File: src/rtl/plews_pkg.sv
`default_nettype none
// ----------------------------------------------------------------------------
// plews_pkg
// Shared types and constants of the power logger energy and window
// statistics block.
// ----------------------------------------------------------------------------
package plews_pkg;

    localparam int SAMPLE_DEPTH = 1024;
    localparam int ADDR_W       = $clog2(SAMPLE_DEPTH);
    localparam int CNT_W        = ADDR_W + 1;
    localparam int SUM_W        = 24 + CNT_W;
    localparam int DVD_W        = 74;
    localparam int DVS_W        = 20;
    localparam int CFG_IDX_W    = 4;
    localparam int CFG_DATA_W   = 32;

    // request and result codes
    localparam logic [1:0] REQ_SAMPLE = 2'd0;
    localparam logic [1:0] REQ_RESET  = 2'd1;
    localparam logic [1:0] REQ_QUERY  = 2'd2;
    localparam logic [1:0] REQ_CLEAR  = 2'd3;

    localparam logic [1:0] KIND_SAMPLE = 2'd0;
    localparam logic [1:0] KIND_RESET  = 2'd1;
    localparam logic [1:0] KIND_QUERY  = 2'd2;
    localparam logic [1:0] KIND_CLEAR  = 2'd3;

    // configuration register indexes
    localparam logic [CFG_IDX_W-1:0] CFG_MAX_GAP  = 4'd0;
    localparam logic [CFG_IDX_W-1:0] CFG_MIN_MEAN = 4'd1;

    // statistic indexes
    localparam logic [3:0] STAT_COUNT  = 4'd0;
    localparam logic [3:0] STAT_DUR    = 4'd1;
    localparam logic [3:0] STAT_MEAN_V = 4'd2;
    localparam logic [3:0] STAT_MEAN_I = 4'd3;
    localparam logic [3:0] STAT_MEAN_P = 4'd4;
    localparam logic [3:0] STAT_PEAK_V = 4'd5;
    localparam logic [3:0] STAT_PEAK_I = 4'd6;
    localparam logic [3:0] STAT_PEAK_P = 4'd7;
    localparam logic [3:0] STAT_MIN_V  = 4'd8;
    localparam logic [3:0] STAT_MIN_I  = 4'd9;
    localparam logic [3:0] STAT_MIN_P  = 4'd10;
    localparam logic [3:0] STAT_ENERGY = 4'd11;
    localparam logic [3:0] STAT_CHARGE = 4'd12;

    // charge quotient at or above this saturates
    localparam logic [DVD_W-1:0] CHARGE_SAT_LIM = 74'd18446744073709551000;

    typedef struct packed {
        logic [1:0]  req_type;
        logic [31:0] time_ms;
        logic [19:0] voltage_mv;
        logic [19:0] current_ma;
        logic [23:0] power_mw;
        logic [2:0]  mode_flags;
        logic [3:0]  alarm_flags;
        logic [31:0] range_start_ms;
        logic [31:0] range_end_ms;
    } in_item_t;

    typedef struct packed {
        logic [1:0]  result_kind;
        logic [3:0]  stat_index;
        logic [63:0] value;
        logic        last;
        logic        new_alarm;
        logic        flags_changed;
        logic [3:0]  alarm_state;
    } out_item_t;

    typedef struct packed {
        logic [31:0] time_ms;
        logic [19:0] voltage_mv;
        logic [19:0] current_ma;
        logic [23:0] power_mw;
        logic [63:0] energy;
    } entry_t;

endpackage
`default_nettype wire

File: src/rtl/plews_div.sv
`default_nettype none
// ----------------------------------------------------------------------------
// plews_div
// Restoring divider, one quotient bit a cycle, shared by means and charge.
// ----------------------------------------------------------------------------
module plews_div
(
    input  wire logic                         clk,
    input  wire logic                         rst_n,
    input  wire logic                         start,
    input  wire logic [plews_pkg::DVD_W-1:0]  dividend,
    input  wire logic [plews_pkg::DVS_W-1:0]  divisor,
    output logic                              done,
    output logic [plews_pkg::DVD_W-1:0]       quotient
);

    localparam int STEP_W = $clog2(plews_pkg::DVD_W);

    logic [plews_pkg::DVD_W-1:0] quo_reg;
    logic [plews_pkg::DVS_W-1:0] rem_reg;
    logic [plews_pkg::DVS_W-1:0] rem_next;
    logic [plews_pkg::DVS_W-1:0] dvs_reg;
    logic [STEP_W-1:0]           step_reg;
    logic                        busy_reg;
    logic                        done_reg;
    logic [plews_pkg::DVS_W:0]   trial;
    logic                        qbit;

    // trial subtract of the shifted remainder
    always_comb
    begin
        trial = {rem_reg, quo_reg[plews_pkg::DVD_W-1]};
        qbit  = (trial >= {1'b0, dvs_reg});
        if (qbit)
        begin
            rem_next = plews_pkg::DVS_W'(trial - {1'b0, dvs_reg});
        end
        else
        begin
            rem_next = trial[plews_pkg::DVS_W-1:0];
        end
    end

    // sequence control
    always_ff @(posedge clk or negedge rst_n)
    begin
        if (!rst_n)
        begin
            busy_reg <= 1'b0;
            done_reg <= 1'b0;
            step_reg <= '0;
        end
        else
        begin
            done_reg <= 1'b0;
            if (start)
            begin
                busy_reg <= 1'b1;
                step_reg <= '0;
            end
            else if (busy_reg)
            begin
                step_reg <= step_reg + 1'b1;
                if (step_reg == STEP_W'(plews_pkg::DVD_W - 1))
                begin
                    busy_reg <= 1'b0;
                    done_reg <= 1'b1;
                end
            end
        end
    end

    // shift quotient bits in
    always_ff @(posedge clk)
    begin
        if (start)
        begin
            quo_reg <= dividend;
            rem_reg <= '0;
            dvs_reg <= divisor;
        end
        else if (busy_reg)
        begin
            quo_reg <= {quo_reg[plews_pkg::DVD_W-2:0], qbit};
            rem_reg <= rem_next;
        end
    end

    assign done     = done_reg;
    assign quotient = quo_reg;

endmodule
`default_nettype wire

File: config.mk
export PLATFORM = sky130hd
export DESIGN_NAME = plews_div
export DESIGN_NICKNAME = d
export VERILOG_FILES = /design/src/rtl/plews_pkg.sv /design/src/rtl/plews_div.sv
export SDC_FILE = /design/constraint.sdc
export NUM_CORES = 1
export LEC_CHECK = 0
export BUFFER_PORTS_ARGS = -buffer_cell sky130_fd_sc_hd__buf_2
export CORE_ASPECT_RATIO = 1.2
export CORE_UTILIZATION = 47
export DETAILED_ROUTE_END_ITERATION = 10
export PLACE_DENSITY_LB_ADDON = 0.2
export RECOVER_POWER = 50
export SYNTH_ARGS = -nofsm -noshare
export SYNTH_HDL_FRONTEND = slang
export SYNTH_SLANG_ARGS = --single-unit
File: constraint.sdc
create_clock -name clk -period 2.8 [get_ports clk]
set_input_delay 0.84 -clock clk [delete_from_list [all_inputs] [get_ports clk]]
set_output_delay 0.84 -clock clk [all_outputs]
set_load 0.005 [all_outputs]
# Yosys cells after proc, flatten, opt, wreduce, memory -nomap -nowiden
# Cells that the tools add are included.
[totals]
ff_bits = 123
inputBits = 97
wordCells = 22
[classes]
addsub = 2
magnitude_cmp = 1
eq_ne = 1
n_mux = 11
n_reduce_logical = 1
[op_table]
columns = ["operator", "n"]
rows = [
  ["74-bit 2-to-1 mux", 2],
  ["21-bit by 20-bit greater-or-equal comparator with 1-bit output", 1],
  ["20-bit 2-to-1 mux", 1],
  ["20-bit subtractor", 1],
  ["7-bit 2-to-1 mux", 2],
  ["7-bit by 1-bit adder with 7-bit output, second input constant", 1],
  ["7-bit equality test, second input constant", 1],
  ["1-bit 2-to-1 mux", 6],
  ["2-bit nonzero test", 1],
]

# Longest topological paths before layout
[depth]
ltp_word = 4
ltp_mapped = 11
depth_no_buf = 11

# Worst setup path before layout
# OpenSTA, ideal clock, no wires.
[synth_path]
path_kind = "input-to-reg"
startpoint = "input start"
endpoint = "register quo_reg (netlist bit quotient[0]) (enable)"
arrival_ps = 2843
path_slack_ps = -471
path_stages = 4
n_path_buf = 2
path_cell_list = "clkbuf_1 nor2_1 clkbuf_1 inv_1"
[synth_via]
elab_chain_cells = 1
[synth_lines]
columns = ["item", "line_no", "rtl"]
rows = [
  ["start, declared", "plews_div.sv:10", "input wire logic start,"],
  ["2-bit nonzero test (no source line)", "-", ""],
  ["end signal, assigned", "plews_div.sv:78", "quo_reg <= dividend;"],
  ["end signal, assigned", "plews_div.sv:84", "quo_reg <= {quo_reg[plews_pkg::DVD_W-2:0], qbit};"],
  ["end, declared", "plews_div.sv:19", "logic [plews_pkg::DVD_W-1:0] quo_reg;"],
]
# No other way between the ends.
# A chain may end at the register's enable or synchronous reset.

# Worst setup path after layout
[layout_path]
startpoint = "register dvs_reg[8] in the netlist's numbering"
endpoint = "register rem_reg[19] in the netlist's numbering"
[layout_via]
elab_chain_cells = 2
[layout_lines]
columns = ["item", "line_no", "rtl"]
rows = [
  ["start, declared", "plews_div.sv:22", "logic [plews_pkg::DVS_W-1:0] dvs_reg;"],
  ["start signal, assigned", "plews_div.sv:80", "dvs_reg <= divisor;"],
  ["20-bit subtractor or 21-bit by 20-bit greater-or-equal comparator with 1-bit output (tied branches)", "plews_div.sv:36, plews_div.sv:33", ""],
  ["20-bit 2-to-1 mux *", "plews_div.sv:34", "if (qbit)"],
  ["end signal, assigned", "plews_div.sv:85", "rem_reg <= rem_next;"],
  ["end, declared", "plews_div.sv:20", "logic [plews_pkg::DVS_W-1:0] rem_reg;"],
]
# Mark *: on every way between the ends. The rest lies on a longest branch, timed or not.

==> run_results.csv <==
group,metric,value,unit
clock_tree,cts_num_sinks,123,
worst_setup_path,cp.required,3.15,ns
synthesis,synthFlopType,"edfxtp_1",
grt,grtUsageMet3,0.0750,
grt,grtUsageTotal,0.220,
drt,dr.pass1.iters,4,
sta,slew_violations,0,
final_layout,nets,782,
synthesis,ys_warn_count,0,
sta,worst-slew-pin-transition,1.04,ns
drt,wl_per_cell,16.8,µm
final_layout,antennaDiodeCount,0,
final_layout,fin_area,7920,µm²
final_layout,fin_cells,839,
placed_design,io_buffers,171,
drt,num_vias,4459,
sta,rsz0062_at_grt,"no",
floorplanning,dieHeight,127,µm
sta,finalSetupViolCount,0,
synthesis,yosysSeqAreaShare,0.565,
grt,globalRoute.busiestLayer,"met2",
synthesis,syn_inst,469,
worst_setup_path,arrival,3.02,ns
drt,viasPerCell,5.31,
clock_tree,clk_latency,0.42,ns
pwr,power_frac_seq,0.435,
grt,antenna_found_initial,0,
sta,clock_skew,0.00663,ns
synthesis,yosysTopAreaCell,"edfxtp_1",
grt,grt-ovfl-total,0,
synthesis,ys_top_cells_by_area,"edfxtp_1 (46%), mux2_2 (14%), dfxtp_1 (6.6%)",
final_layout,largest_register_ffs,74,
synthesis,synth-async-reset-ratio,0.0732,
grt,grtUsageMet1,0.246,
placed_design,dp_hpwl,10.1,mm
grt,grt_first_pass_wirelength,22.6,mm
worst_setup_path,crit_type,"reg -> reg",
sta,finalCritPeriodShare,0.954,
worst_setup_path,crit_top_cell,"o21ai_1",
final_layout,syn_to_final_growth,29.7,%
final_layout,drive_gt1_frac,0.458,
final_layout,fillerInstances,1048,
synthesis,syn_nets,589,
clock_tree,path_clk_slew,0.05,ns
clock_tree,cts_tree,"yes",
worst_setup_path,cp_max_fo,6,
worst_setup_path,cp_num_buf_inv,1,
pwr,pwr-share-comb,0.121,
clock_tree,cts.path.max_buffers,2,
worst_setup_path,critPathLaunchType,"flip-flop",
pwr,power,5.10,mW
worst_setup_path,cpMaxStageDelayCell,"a2111o_1",
sta,hold_violations,0,
sta,slew_headroom,0.308,
synthesis,yosys.cell_count.top_type,"edfxtp_1",
min_path,hold_path_class,"in -> async",
grt,use_met2,0.376,
drt,first_iter_violations,195,
synthesis,ys_ff_latch,123,
clock_tree,clock-root-buffer,"clkbuf_16",
run_status,outcome,"finished, final reports clean",
floorplanning,rows,45,
placed_design,place_inst,806,
clock_tree,htreeDepth,4,
floorplanning,die_w,106,µm
grt,grt_pass1_vias,4726,
sta,max_clock_freq,374,MHz
floorplanning,initial_utilization,0.482,
floorplanning,core_area,12700,µm²
synthesis,netlist_top_cells_count,"edfxtp_1 (94), mux2_2 (75), inv_1 (29)",
worst_setup_path,cpPeakStageDelay,0.44,ns
final_layout,seq_area,3450,µm²
final_layout,multi_input_area,2530,µm²
pwr,power.internal,3.95,mW
floorplanning,die-area,13500,µm²
synthesis,synth-edff-count,94,
pwr,clkPwrFrac,0.444,
drt,routed_wl,14.1,mm
worst_setup_path,crit_chain,"inv_1, ha_2, a21oi_2, o21ai_0, a221o_1, a31oi_4, o21ai_1, a2111o_1, a211o_1, o21ai_1",
pwr,pwr_density_cell,644,nW/µm²
clock_tree,hold_buffers,0,
drt,drcViolationCount,0,
worst_setup_path,endpoint_kind,"flip-flop",
synthesis,synth_area_per_cell,13.0,µm²
pwr,switchingPower,1.15,mW
synthesis,synthDistinctLibCells,50,
clock_tree,cts_made_buffers,17,
drt,antenna_left,0,
sta,fin_crit,2.67,ns
pwr,swShare,0.226,
pwr,peakVddDrop,433,µV
worst_setup_path,cp_top_family,"compound AO/OA/AOI/OAI gates",
grt,grt_max_degree,74,
placed_design,gp_congestion,0.842,
pwr,total_leakage_power,3.55,nW
placed_design,place_area,7280,µm²
synthesis,yosysTopAreaCellShare,0.462,
floorplanning,pin_count,172,
synthesis,syn_area,6110,µm²
job,drv_cap,0,
worst paths after layout:
kind,slack [ns],cells after the start,startpoint,end
setup / recovery,0.13,10,dvs_reg[8],rem_reg[19]
hold / removal,0.35,1,rst_n,step_reg[1]
setup reg to reg,0.13,10,dvs_reg[8],rem_reg[19]
hold reg to reg,0.48,2,rem_reg[13],rem_reg[13]
max in group asynchronous,2.13,1,rst_n,step_reg[6]
min in group clk,0.48,2,rem_reg[13],rem_reg[13]
power by group through the flow:
stage / clock [mW] / sequential, mW / combinational (mW)
4_1_cts: 2.31 / 2.22 / 0.609
6_report: 2.27 / 2.22 / 0.618
3_3_place_gp: 0 / 2.24 / 0.591
5_1_grt: 2.37 / 2.24 / 0.677
3_5_place_dp: 0 / 2.25 / 0.607
2_1_floorplan: 0 / 2.25 / 0.314
layout by cell type (no fill, tap or decap), drive strengths merged, types with 17 or more instances in the layout:
master  Yosys  final
clkbuf     15     22
a21oi      19     19
edfxtp     94     94
nand2      22     22
nor2       27     27
inv        29     28
ha         22     22
dfxtp      20     20
buf         2    187
mux2       75     75
mux2i      17     17
kinds of logic after synthesis:
kind of cell | share of synthesized area
flops | 0.565
mux | 0.166
simple gates | 0.0699
compound gates | 0.0928
buf+inv | 0.0307
fa+ha+maj | 0.0484
xor+xnor | 0.0273
per-layer routing:
metal / routed length [µm] / share of wire
met1: 5570 / 0.39
met2: 7230 / 0.51
met3: 940 / 0.067
met4: 368 / 0.026
met5: 0 / 0
stage by stage:
step           hold WS, ns  TNS [ns]  worst slack (ns)  utilization
6_report             0.350         0             0.129        0.625
5_1_grt              0.389         0           0.00399        0.625
4_1_cts              0.258         0            0.0502        0.623
3_5_place_dp         0.477    -0.150           -0.0612        0.574
3_3_place_gp         0.476         0            0.0275        0.574
2_1_floorplan        0.443         0           0.00118            -
repair_timing:
action                                  in CTS  in global routing
pin swaps                                    0                  4
endpoints found under the setup margin       3                 14
buffers inserted                             0                  1
gates resized for setup                      2                 14
area by class of cell:
cell class,instances,share of cell area
Sequential cell,123,0.435
Timing Repair Buffer,191,0.129
Clock buffer,18,0.0542
Inverter,29,0.0139
Clock inverter,14,0.0224
Multi-Input combinational cell,300,0.319
Tap cell,164,0.0259
Power figures use the tool's default switching activity.
